## src/design/uslctd_pkg.sv

```systemverilog
// uslctd_pkg: types and constants of the six-lobe uneven crank trigger decoder
// used by the channel interfaces and the decoder top level; no dependencies
`default_nettype none

package uslctd_pkg;

  typedef logic [31:0] stamp_t;
  typedef logic [2:0]  lobe_t;
  typedef logic [6:0]  angle_t;
  typedef logic [7:0]  loss_t;
  typedef logic [1:0]  flt_lvl_t;

  localparam int CFG_IDX_W  = 1;
  localparam int CFG_DATA_W = 2;
  typedef logic [CFG_IDX_W-1:0]  cfg_idx_t;
  typedef logic [CFG_DATA_W-1:0] cfg_data_t;

  localparam cfg_idx_t CFG_ACTIVE_LEVEL = 1'b0;
  localparam cfg_idx_t CFG_FILTER_LEVEL = 1'b1;

  localparam flt_lvl_t FLT_NONE    = 2'd0;
  localparam flt_lvl_t FLT_QUARTER = 2'd1;
  localparam flt_lvl_t FLT_HALF    = 2'd2;
  localparam flt_lvl_t FLT_3QUART  = 2'd3;

  localparam stamp_t FILTER_RESET = 32'd1500;
  localparam stamp_t FILTER_LIMIT = 32'd50000;

  // largest scaled gap whose quarter-level filter stays within the limit
  localparam logic [32:0] SCALED_MAX = 33'd200003;

  localparam angle_t ANGLE_WIDE   = 7'd70;
  localparam angle_t ANGLE_NARROW = 7'd40;

  localparam lobe_t LOBE_NONE = 3'd0;
  localparam lobe_t LOBE_SYNC = 3'd1;
  localparam lobe_t LOBE_2    = 3'd2;
  localparam lobe_t LOBE_4    = 3'd4;
  localparam lobe_t LOBE_5    = 3'd5;
  localparam lobe_t LOBE_LAST = 3'd6;

  // divide by 7 as multiply by ceil(2^24 / 7), exact for 21-bit numerators
  localparam int          RECIP7_SHIFT = 24;
  localparam logic [21:0] RECIP7       = 22'd2396746;

endpackage

`default_nettype wire

```

## src/design/uslctd_if.sv

```systemverilog
// uslctd channel interfaces: input edge, result and configuration write
// depends on uslctd_pkg
`default_nettype none

interface uslctd_in_if;
  logic                valid;
  logic                ready;
  logic                pin_level;
  uslctd_pkg::stamp_t  timestamp;

  modport source (output valid, output pin_level, output timestamp, input ready);
  modport sink   (input valid, input pin_level, input timestamp, output ready);
endinterface

interface uslctd_out_if;
  logic                valid;
  logic                ready;
  logic                has_sync;
  logic                valid_trigger;
  uslctd_pkg::lobe_t   lobe_count;
  uslctd_pkg::lobe_t   tooth_position;
  uslctd_pkg::angle_t  tooth_angle;
  uslctd_pkg::stamp_t  tooth_last_time;
  uslctd_pkg::stamp_t  tooth_prev_time;
  uslctd_pkg::stamp_t  tooth_one_time;
  uslctd_pkg::stamp_t  tooth_one_prev_time;
  logic                revolution_pulse;
  uslctd_pkg::loss_t   sync_loss_count;

  modport source (output valid, output has_sync, output valid_trigger, output lobe_count,
                  output tooth_position, output tooth_angle, output tooth_last_time,
                  output tooth_prev_time, output tooth_one_time,
                  output tooth_one_prev_time, output revolution_pulse,
                  output sync_loss_count, input ready);
  modport sink   (input valid, input has_sync, input valid_trigger, input lobe_count,
                  input tooth_position, input tooth_angle, input tooth_last_time,
                  input tooth_prev_time, input tooth_one_time,
                  input tooth_one_prev_time, input revolution_pulse,
                  input sync_loss_count, output ready);
endinterface

interface uslctd_cfg_if;
  logic                  valid;
  logic                  ready;
  uslctd_pkg::cfg_idx_t  index;
  uslctd_pkg::cfg_data_t data;

  modport source (output valid, output index, output data, input ready);
  modport sink   (input valid, input index, input data, output ready);
endinterface

`default_nettype wire

```

## src/design/uneven_six_lobe_crank_trigger_decoder.sv

```systemverilog
// uneven_six_lobe_crank_trigger_decoder: an input request reaches the result
// request through the input register, then the result register; one request per
// cycle sustained while the result channel is ready.
// rst_n is synchronous active low: filter time 1500, trigger valid set,
// active level 1, filter level 1, all other decoder state cleared, channels empty.
// depends on uslctd_pkg and the uslctd channel interfaces
`default_nettype none

module uneven_six_lobe_crank_trigger_decoder (
  input  wire logic     clk,
  input  wire logic     rst_n,
  uslctd_in_if.sink     in_ch,
  uslctd_out_if.source  out_ch,
  uslctd_cfg_if.sink    cfg_ch
);

  // configuration
  logic                  active_level_r;
  uslctd_pkg::flt_lvl_t  filter_level_r;

  // input register
  logic                  in_vld_r;
  logic                  pin_r;
  uslctd_pkg::stamp_t    ts_r;

  // decoder state
  uslctd_pkg::stamp_t    filter_time_r,   filter_time_nxt;
  uslctd_pkg::stamp_t    last_tooth_r,    last_tooth_nxt;
  uslctd_pkg::stamp_t    prev_tooth_r,    prev_tooth_nxt;
  uslctd_pkg::stamp_t    rise_r,          rise_nxt;
  uslctd_pkg::stamp_t    last_width_r,    last_width_nxt;
  uslctd_pkg::lobe_t     lobe_r,          lobe_nxt;
  uslctd_pkg::lobe_t     tooth_num_r,     tooth_num_nxt;
  uslctd_pkg::angle_t    angle_r,         angle_nxt;
  uslctd_pkg::stamp_t    sync_stamp_r,    sync_stamp_nxt;
  uslctd_pkg::stamp_t    prev_sync_r,     prev_sync_nxt;
  logic                  sync_flag_r,     sync_flag_nxt;
  logic                  valid_flag_r,    valid_flag_nxt;
  uslctd_pkg::loss_t     loss_r,          loss_nxt;
  logic                  pulse_nxt;

  // result register
  logic                  out_vld_r;
  logic                  o_sync_r;
  logic                  o_trig_r;
  uslctd_pkg::lobe_t     o_lobe_r;
  uslctd_pkg::lobe_t     o_tooth_r;
  uslctd_pkg::angle_t    o_angle_r;
  uslctd_pkg::stamp_t    o_last_r;
  uslctd_pkg::stamp_t    o_prev_r;
  uslctd_pkg::stamp_t    o_one_r;
  uslctd_pkg::stamp_t    o_one_prev_r;
  logic                  o_pulse_r;
  uslctd_pkg::loss_t     o_loss_r;

  logic                  advance;
  logic                  is_active;
  uslctd_pkg::stamp_t    gap;
  uslctd_pkg::stamp_t    width;
  logic                  wide_lobe;

  // filter scaling
  logic [34:0]           gap_x7;
  logic [32:0]           gap_74;
  logic [20:0]           div_num;
  logic [42:0]           div_prod;
  logic [18:0]           gap_47;
  logic                  scaled_big;
  logic [17:0]           scaled;
  logic [19:0]           scaled_x3;
  logic [17:0]           frac;
  uslctd_pkg::stamp_t    new_filter;

  assign advance      = in_vld_r && (!out_vld_r || out_ch.ready);
  assign in_ch.ready  = !in_vld_r || advance;
  assign cfg_ch.ready = 1'b1;

  assign is_active = (pin_r == active_level_r);
  assign gap       = ts_r - last_tooth_r;
  assign width     = ts_r - rise_r;
  assign wide_lobe = {1'b0, width} > {last_width_r, 1'b0};

  assign gap_x7   = {gap, 3'b000} - {3'b000, gap};
  assign gap_74   = gap_x7[34:2];
  assign div_num  = {gap[18:0], 2'b00};
  assign div_prod = {22'd0, div_num} * {21'd0, uslctd_pkg::RECIP7};
  assign gap_47   = div_prod[uslctd_pkg::RECIP7_SHIFT +: 19];

  always_comb begin
    unique case (lobe_r) inside
      uslctd_pkg::LOBE_SYNC, uslctd_pkg::LOBE_4: begin
        scaled_big = (|gap[31:19]) || ({14'd0, gap_47} > uslctd_pkg::SCALED_MAX);
        scaled     = gap_47[17:0];
      end
      uslctd_pkg::LOBE_2, uslctd_pkg::LOBE_5: begin
        scaled_big = gap_74 > uslctd_pkg::SCALED_MAX;
        scaled     = gap_74[17:0];
      end
      default: begin
        scaled_big = {1'b0, gap} > uslctd_pkg::SCALED_MAX;
        scaled     = gap[17:0];
      end
    endcase
  end

  assign scaled_x3 = {2'b00, scaled} + {1'b0, scaled, 1'b0};

  always_comb begin
    unique case (filter_level_r)
      uslctd_pkg::FLT_QUARTER: frac = {2'b00, scaled[17:2]};
      uslctd_pkg::FLT_HALF:    frac = {1'b0, scaled[17:1]};
      uslctd_pkg::FLT_3QUART:  frac = scaled_x3[19:2];
      default:                 frac = '0;
    endcase
  end

  always_comb begin
    if (scaled_big || ({14'd0, frac} > uslctd_pkg::FILTER_LIMIT)) begin
      new_filter = '0;
    end else begin
      new_filter = {14'd0, frac};
    end
  end

  always_comb begin
    filter_time_nxt = filter_time_r;
    last_tooth_nxt  = last_tooth_r;
    prev_tooth_nxt  = prev_tooth_r;
    rise_nxt        = rise_r;
    last_width_nxt  = last_width_r;
    lobe_nxt        = lobe_r;
    tooth_num_nxt   = tooth_num_r;
    angle_nxt       = angle_r;
    sync_stamp_nxt  = sync_stamp_r;
    prev_sync_nxt   = prev_sync_r;
    sync_flag_nxt   = sync_flag_r;
    valid_flag_nxt  = valid_flag_r;
    loss_nxt        = loss_r;
    pulse_nxt       = 1'b0;
    if (is_active) begin
      rise_nxt = ts_r;
      if (gap >= filter_time_r) begin
        valid_flag_nxt = 1'b1;
        if (lobe_r != uslctd_pkg::LOBE_NONE) begin
          tooth_num_nxt   = lobe_r;
          filter_time_nxt = new_filter;
          prev_tooth_nxt  = last_tooth_r;
          last_tooth_nxt  = ts_r;
          unique case (lobe_r) inside
            uslctd_pkg::LOBE_2, uslctd_pkg::LOBE_5: angle_nxt = uslctd_pkg::ANGLE_NARROW;
            default:                                angle_nxt = uslctd_pkg::ANGLE_WIDE;
          endcase
          if (lobe_r == uslctd_pkg::LOBE_SYNC) begin
            prev_sync_nxt  = sync_stamp_r;
            sync_stamp_nxt = ts_r;
            sync_flag_nxt  = 1'b1;
            pulse_nxt      = 1'b1;
          end
        end else begin
          filter_time_nxt = '0;
        end
      end else begin
        valid_flag_nxt = 1'b0;
      end
    end else if (valid_flag_r) begin
      if (wide_lobe) begin
        if (lobe_r == uslctd_pkg::LOBE_NONE || lobe_r == uslctd_pkg::LOBE_LAST) begin
          sync_flag_nxt = 1'b1;
        end else begin
          loss_nxt = loss_r + 8'd1;
        end
        lobe_nxt = uslctd_pkg::LOBE_SYNC;
      end else if (lobe_r == uslctd_pkg::LOBE_LAST) begin
        lobe_nxt = uslctd_pkg::LOBE_SYNC;
        loss_nxt = loss_r + 8'd1;
      end else begin
        lobe_nxt = lobe_r + 3'd1;
      end
      last_width_nxt = width;
    end else begin
      valid_flag_nxt = 1'b1;
    end
  end

  // configuration writes
  always_ff @(posedge clk) begin
    if (!rst_n) begin
      active_level_r <= 1'b1;
      filter_level_r <= uslctd_pkg::FLT_QUARTER;
    end else if (cfg_ch.valid && cfg_ch.ready) begin
      unique case (cfg_ch.index)
        uslctd_pkg::CFG_ACTIVE_LEVEL: active_level_r <= cfg_ch.data[0];
        uslctd_pkg::CFG_FILTER_LEVEL: filter_level_r <= cfg_ch.data;
        default: ;
      endcase
    end
  end

  // input register
  always_ff @(posedge clk) begin
    if (!rst_n) begin
      in_vld_r <= 1'b0;
    end else if (in_ch.ready) begin
      in_vld_r <= in_ch.valid;
    end
  end

  always_ff @(posedge clk) begin
    if (in_ch.valid && in_ch.ready) begin
      pin_r <= in_ch.pin_level;
      ts_r  <= in_ch.timestamp;
    end
  end

  // decoder state
  always_ff @(posedge clk) begin
    if (!rst_n) begin
      filter_time_r <= uslctd_pkg::FILTER_RESET;
      last_tooth_r  <= '0;
      prev_tooth_r  <= '0;
      rise_r        <= '0;
      last_width_r  <= '0;
      lobe_r        <= uslctd_pkg::LOBE_NONE;
      tooth_num_r   <= '0;
      angle_r       <= '0;
      sync_stamp_r  <= '0;
      prev_sync_r   <= '0;
      sync_flag_r   <= 1'b0;
      valid_flag_r  <= 1'b1;
      loss_r        <= '0;
    end else if (advance) begin
      filter_time_r <= filter_time_nxt;
      last_tooth_r  <= last_tooth_nxt;
      prev_tooth_r  <= prev_tooth_nxt;
      rise_r        <= rise_nxt;
      last_width_r  <= last_width_nxt;
      lobe_r        <= lobe_nxt;
      tooth_num_r   <= tooth_num_nxt;
      angle_r       <= angle_nxt;
      sync_stamp_r  <= sync_stamp_nxt;
      prev_sync_r   <= prev_sync_nxt;
      sync_flag_r   <= sync_flag_nxt;
      valid_flag_r  <= valid_flag_nxt;
      loss_r        <= loss_nxt;
    end
  end

  // result register
  always_ff @(posedge clk) begin
    if (!rst_n) begin
      out_vld_r <= 1'b0;
    end else if (advance) begin
      out_vld_r <= 1'b1;
    end else if (out_ch.ready) begin
      out_vld_r <= 1'b0;
    end
  end

  always_ff @(posedge clk) begin
    if (advance) begin
      o_sync_r     <= sync_flag_nxt;
      o_trig_r     <= valid_flag_nxt;
      o_lobe_r     <= lobe_nxt;
      o_tooth_r    <= tooth_num_nxt;
      o_angle_r    <= angle_nxt;
      o_last_r     <= last_tooth_nxt;
      o_prev_r     <= prev_tooth_nxt;
      o_one_r      <= sync_stamp_nxt;
      o_one_prev_r <= prev_sync_nxt;
      o_pulse_r    <= pulse_nxt;
      o_loss_r     <= loss_nxt;
    end
  end

  assign out_ch.valid               = out_vld_r;
  assign out_ch.has_sync            = o_sync_r;
  assign out_ch.valid_trigger       = o_trig_r;
  assign out_ch.lobe_count          = o_lobe_r;
  assign out_ch.tooth_position      = o_tooth_r;
  assign out_ch.tooth_angle         = o_angle_r;
  assign out_ch.tooth_last_time     = o_last_r;
  assign out_ch.tooth_prev_time     = o_prev_r;
  assign out_ch.tooth_one_time      = o_one_r;
  assign out_ch.tooth_one_prev_time = o_one_prev_r;
  assign out_ch.revolution_pulse    = o_pulse_r;
  assign out_ch.sync_loss_count     = o_loss_r;

  a_filter_limit: assert property (@(posedge clk) disable iff (!rst_n)
    filter_time_r <= uslctd_pkg::FILTER_LIMIT)
    else $error("filter time above limit");

  a_lobe_range: assert property (@(posedge clk) disable iff (!rst_n)
    lobe_r <= uslctd_pkg::LOBE_LAST)
    else $error("lobe counter out of range");

  a_pulse_sync: assert property (@(posedge clk) disable iff (!rst_n)
    (out_vld_r && o_pulse_r) |->
      (o_sync_r && o_tooth_r == uslctd_pkg::LOBE_SYNC && o_last_r == o_one_r))
    else $error("revolution pulse without sync tooth");

  a_pulse_stamp: assert property (@(posedge clk) disable iff (!rst_n)
    (advance && pulse_nxt) |=> (sync_stamp_r == last_tooth_r && sync_flag_r))
    else $error("sync tooth stamp not recorded");

endmodule

`default_nettype wire
```

## src/flat_wrapper.sv

```systemverilog
// flat-port wrapper written by rule: the top's interface ports become plain ports
module uneven_six_lobe_crank_trigger_decoder_flat 
  (clk, rst_n, in_ch_valid, in_ch_pin_level, in_ch_timestamp, in_ch_ready, out_ch_valid, out_ch_has_sync, out_ch_valid_trigger, out_ch_lobe_count, out_ch_tooth_position, out_ch_tooth_angle, out_ch_tooth_last_time, out_ch_tooth_prev_time, out_ch_tooth_one_time, out_ch_tooth_one_prev_time, out_ch_revolution_pulse, out_ch_sync_loss_count, out_ch_ready, cfg_ch_valid, cfg_ch_index, cfg_ch_data, cfg_ch_ready);
  uslctd_in_if in_ch_i ();
  uslctd_out_if out_ch_i ();
  uslctd_cfg_if cfg_ch_i ();
  input  wire logic clk;
  input  wire logic rst_n;
  input wire logic [$bits(in_ch_i.valid)-1:0] in_ch_valid;
  input wire logic [$bits(in_ch_i.pin_level)-1:0] in_ch_pin_level;
  input wire logic [$bits(in_ch_i.timestamp)-1:0] in_ch_timestamp;
  output wire logic [$bits(in_ch_i.ready)-1:0] in_ch_ready;
  output wire logic [$bits(out_ch_i.valid)-1:0] out_ch_valid;
  output wire logic [$bits(out_ch_i.has_sync)-1:0] out_ch_has_sync;
  output wire logic [$bits(out_ch_i.valid_trigger)-1:0] out_ch_valid_trigger;
  output wire logic [$bits(out_ch_i.lobe_count)-1:0] out_ch_lobe_count;
  output wire logic [$bits(out_ch_i.tooth_position)-1:0] out_ch_tooth_position;
  output wire logic [$bits(out_ch_i.tooth_angle)-1:0] out_ch_tooth_angle;
  output wire logic [$bits(out_ch_i.tooth_last_time)-1:0] out_ch_tooth_last_time;
  output wire logic [$bits(out_ch_i.tooth_prev_time)-1:0] out_ch_tooth_prev_time;
  output wire logic [$bits(out_ch_i.tooth_one_time)-1:0] out_ch_tooth_one_time;
  output wire logic [$bits(out_ch_i.tooth_one_prev_time)-1:0] out_ch_tooth_one_prev_time;
  output wire logic [$bits(out_ch_i.revolution_pulse)-1:0] out_ch_revolution_pulse;
  output wire logic [$bits(out_ch_i.sync_loss_count)-1:0] out_ch_sync_loss_count;
  input wire logic [$bits(out_ch_i.ready)-1:0] out_ch_ready;
  input wire logic [$bits(cfg_ch_i.valid)-1:0] cfg_ch_valid;
  input wire logic [$bits(cfg_ch_i.index)-1:0] cfg_ch_index;
  input wire logic [$bits(cfg_ch_i.data)-1:0] cfg_ch_data;
  output wire logic [$bits(cfg_ch_i.ready)-1:0] cfg_ch_ready;
  assign in_ch_i.valid = in_ch_valid;
  assign in_ch_i.pin_level = in_ch_pin_level;
  assign in_ch_i.timestamp = in_ch_timestamp;
  assign in_ch_ready = in_ch_i.ready;
  assign out_ch_valid = out_ch_i.valid;
  assign out_ch_has_sync = out_ch_i.has_sync;
  assign out_ch_valid_trigger = out_ch_i.valid_trigger;
  assign out_ch_lobe_count = out_ch_i.lobe_count;
  assign out_ch_tooth_position = out_ch_i.tooth_position;
  assign out_ch_tooth_angle = out_ch_i.tooth_angle;
  assign out_ch_tooth_last_time = out_ch_i.tooth_last_time;
  assign out_ch_tooth_prev_time = out_ch_i.tooth_prev_time;
  assign out_ch_tooth_one_time = out_ch_i.tooth_one_time;
  assign out_ch_tooth_one_prev_time = out_ch_i.tooth_one_prev_time;
  assign out_ch_revolution_pulse = out_ch_i.revolution_pulse;
  assign out_ch_sync_loss_count = out_ch_i.sync_loss_count;
  assign out_ch_i.ready = out_ch_ready;
  assign cfg_ch_i.valid = cfg_ch_valid;
  assign cfg_ch_i.index = cfg_ch_index;
  assign cfg_ch_i.data = cfg_ch_data;
  assign cfg_ch_ready = cfg_ch_i.ready;
  uneven_six_lobe_crank_trigger_decoder u_core (.clk(clk), .rst_n(rst_n), .in_ch(in_ch_i), .out_ch(out_ch_i), .cfg_ch(cfg_ch_i));
endmodule
```

## config.mk

```make
export PLATFORM = sky130hd
export DESIGN_NAME = uneven_six_lobe_crank_trigger_decoder_flat
export DESIGN_NICKNAME = d
export VERILOG_FILES = /design/src/design/uslctd_pkg.sv /design/src/design/uslctd_if.sv /design/src/design/uneven_six_lobe_crank_trigger_decoder.sv /design/src/flat_wrapper.sv
export SDC_FILE = /design/constraint.sdc
export NUM_CORES = 1
export LEC_CHECK = 0
export ABC_AREA = 1
export BUFFER_PORTS_ARGS = -buffer_cell sky130_fd_sc_hd__buf_2
export CAP_MARGIN = 20
export CORE_ASPECT_RATIO = 0.5
export CORE_MARGIN = 2
export CORE_UTILIZATION = 65
export CTS_CLUSTER_SIZE = 20
export DETAILED_ROUTE_END_ITERATION = 10
export PLACE_DENSITY = 0.85
export SYNTH_ARGS = -nofsm -noshare
export SYNTH_HDL_FRONTEND = slang
export SYNTH_SLANG_ARGS = --single-unit
export TNS_END_PERCENT = 30
```

## constraint.sdc

```tcl
create_clock -name clk -period 18.9 [get_ports clk]
set_input_delay 1.89 -clock clk [delete_from_list [all_inputs] [get_ports clk]]
set_output_delay 1.89 -clock clk [all_outputs]
set_load 0.01 [all_outputs]
```

==> out/metrics.yaml <==
worst_setup_path:
  cp_slowest_cell: "fa_1"
  cp_max_fo: 11
  critPathKind: "flip-flop to flip-flop"
  cpPeakStageDelay_ps: 560
  critPathLaunchType: "flip-flop"
  required_ps: 19380
  end_kind: "flip-flop"
  critPathArrivalTime_ps: 10250
  cpMostUsedCell: "nand2_1"
floorplanning:
  io_pins: 196
  die_w_um: 311
  fp.dieH_um: 157
  rows: 56
  start_util_pct: 65.6
  dieArea_mm2: 0.0489
  coreArea_mm2: 0.0467
finish:
  multi_input_area_mm2: 0.0167
  drive_gt1_share_pct: 12.5
  post-route-util_pct: 71.2
  fillCellCount: 3689
  area_growth_pct: 8.58
  regArea_mm2: 0.0103
  finalNetCount: 4518
cts:
  root_buffer: "clkbuf_16"
  post_cts_resize_count: 0
  post_cts_buffers: 0
  cts_tree: "done"
  clockBufferDepth: 3
  hold_buffers: 0
  htreeDepth: 2
  clkLatencyLatePin_ps: 560
  cts.sinks: 423
  clk_pin_slew_ps: 70
  cts_made_buffers: 40
sta:
  fin_crit_ps: 9770
  report.final.hold_viol_count: 0
  drv_slew: 0
  fin_worst_skew_ps: 21.1
  finalSetupViolCount: 0
  worst_pin_slew_ps: 1090
  max_freq_mhz: 102
  rsz0062_at_grt: "false"
  finalSetupTns_ps: 0
  slew_headroom_pct: 27.5
  period_share_pct: 51.7
synthesis:
  yosysTopAreaCell: "edfxtp_1"
  synthTopCellsByCount: "750 x inv_1, 606 x nand2_1, 351 x a21oi_1"
  synth_most_common_cell: "inv_1"
  ys_types: 67
  synth.area.top_cells: "edfxtp_1 18%, dfxtp_1 16%, ha_1 11%"
  ys_seq_area_share_pct: 33.7
  syn_inst: 3983
  syn-cell-area_mm2: 0.0306
  yosysWarnings: 0
  synth_edf_count: 185
  yosys_most_used_dff: "dfxtp_1"
  synth_top_area_share_pct: 18.2
  postSynth.asyncResetShare_pct: 0
  yosys_register_bits: 423
  syn_area_per_cell_um2: 7.68
  syn_nets: 4375
placement:
  portBuffers: 194
  place.gp.congestion: 0.965
  hpwlAfterDp_um: 65000
detailed_routing:
  dr.pass1.iters: 6
  wl_per_cell_um: 17.8
  drc_errors: 0
  wirelength_um: 85400
  drt_iter0_markers: 2764
  avgViaCountPerCell: 5.70
  vias: 27300
  ant_nets: 0
global_routing:
  grt_start_max_net_pins: 151
  grt_overflow: 0
  grt_first_pass_wirelength_um: 134000
  grt_usage_pct: 34.2
  antenna_found_initial: 0
  grt_pass1_vias: 25800
flow_run:
  drv_cap: 0
hold_path:
  hold_class: "flip-flop to flip-flop"
status:
  status: "finished clean"
## logic make-up after synthesis
kind of cell             share of synthesized area (%)
AND/OR/NAND/NOR                                   18.7
adder cells (fa/ha/maj)                           16.1
flip-flops                                        33.7
AO/OA/AOI/OAI                                     17.3
buffers and inverters                             11.8
XOR/XNOR                                          2.40
other                                           0.0123
## routing by layer
metal  global-route usage [%]  up-vias  part of all wire, %
met5                        0        -                    0
met4                     9.52        0                  2.8
met3                     4.61      156                  8.1
met2                     56.9     1134                   46
met1                     47.0    12800                   43
li1                         -    13200                    -
## stage by stage
| stage | std cells | cell area (um2) | setup WS, ps | hold slack (ps) |
|---|---|---|---|---|
| 2_1_floorplan | 3983 | 30600 | 10480 | 427 |
| 3_3_place_gp | 4721 | 31900 | 9420 | 444 |
| 3_5_place_dp | 4721 | 31900 | 9280 | 451 |
| 4_1_cts | 4795 | 33200 | 9180 | 462 |
| 5_1_grt | 4796 | 33200 | 8290 | 471 |
| 6_report | 4797 | 33200 | 9130 | 461 |
## layout make-up
class	count	share of cell area [%]
multi-input combinational	2671	50.3
antenna	1	0.00753
clock inverter	18	0.448
sequential	423	31.1
clock buffer	56	3.54
tap	638	2.40
inverter	774	8.79
timing repair buffer	216	3.48
## worst max-delay path: cells and delay by family (launching register included)
kind,cells,cell delay (ps)
DFF,1,380
xor gates and xnor gates,1,470
buffers and inverters,7,770
and+or+nand+nor,21,2100
adders and majority gates,10,4030
AOI/OAI and AO/OA,12,1950
## worst paths after layout
check                                 startpoint  slack [ps]  depth (start not counted)                              endpoint
setup / recovery        u_core.ts_r[0]$_DFFE_PP_        9130                         51  u_core.filter_time_r[4]$_SDFFE_PN1P_
hold / removal    u_core.angle_r[4]$_SDFFE_PN0P_         460                          2        u_core.angle_r[4]$_SDFFE_PN0P_
setup reg to reg        u_core.ts_r[0]$_DFFE_PP_        9130                         51  u_core.filter_time_r[4]$_SDFFE_PN1P_
hold reg to reg   u_core.angle_r[4]$_SDFFE_PN0P_         460                          2        u_core.angle_r[4]$_SDFFE_PN0P_
## flip-flops by register name, summed over array words and instances (netlist names), 32 cells and up
register                           flops
u_core.sync_stamp_r                   32
u_core.prev_tooth_r                   32
u_core.last_width_r                   32
u_core.prev_sync_r                    32
u_core.ts_r                           32
u_core.out_ch.tooth_last_time         32
u_core.out_ch.tooth_one_prev_time     32
u_core.out_ch.tooth_prev_time         32
u_core.last_tooth_r                   32
u_core.rise_r                         32
u_core.out_ch.tooth_one_time          32
## cells in the final DEF (no fill, tap or decap), types with 22 or more instances in the layout
master,Yosys,layout
inv_1,750,750
nand2_1,606,605
a21oi_1,351,351
nor2_1,336,335
ha_1,281,281
dfxtp_1,238,238
o21ai_0,222,222
buf_2,18,194
edfxtp_1,185,185
o21ai_1,163,163
nand3_1,157,157
nand2_2,74,73
o21ai_2,72,72
fa_1,70,70
xor2_1,60,59
clkbuf_16,0,44
nor3_1,33,33
nand4_1,26,26
xnor2_1,22,22
Power is not shown: default switching activity piles up to over one toggle a cycle in this logic, so the estimate is an artifact.
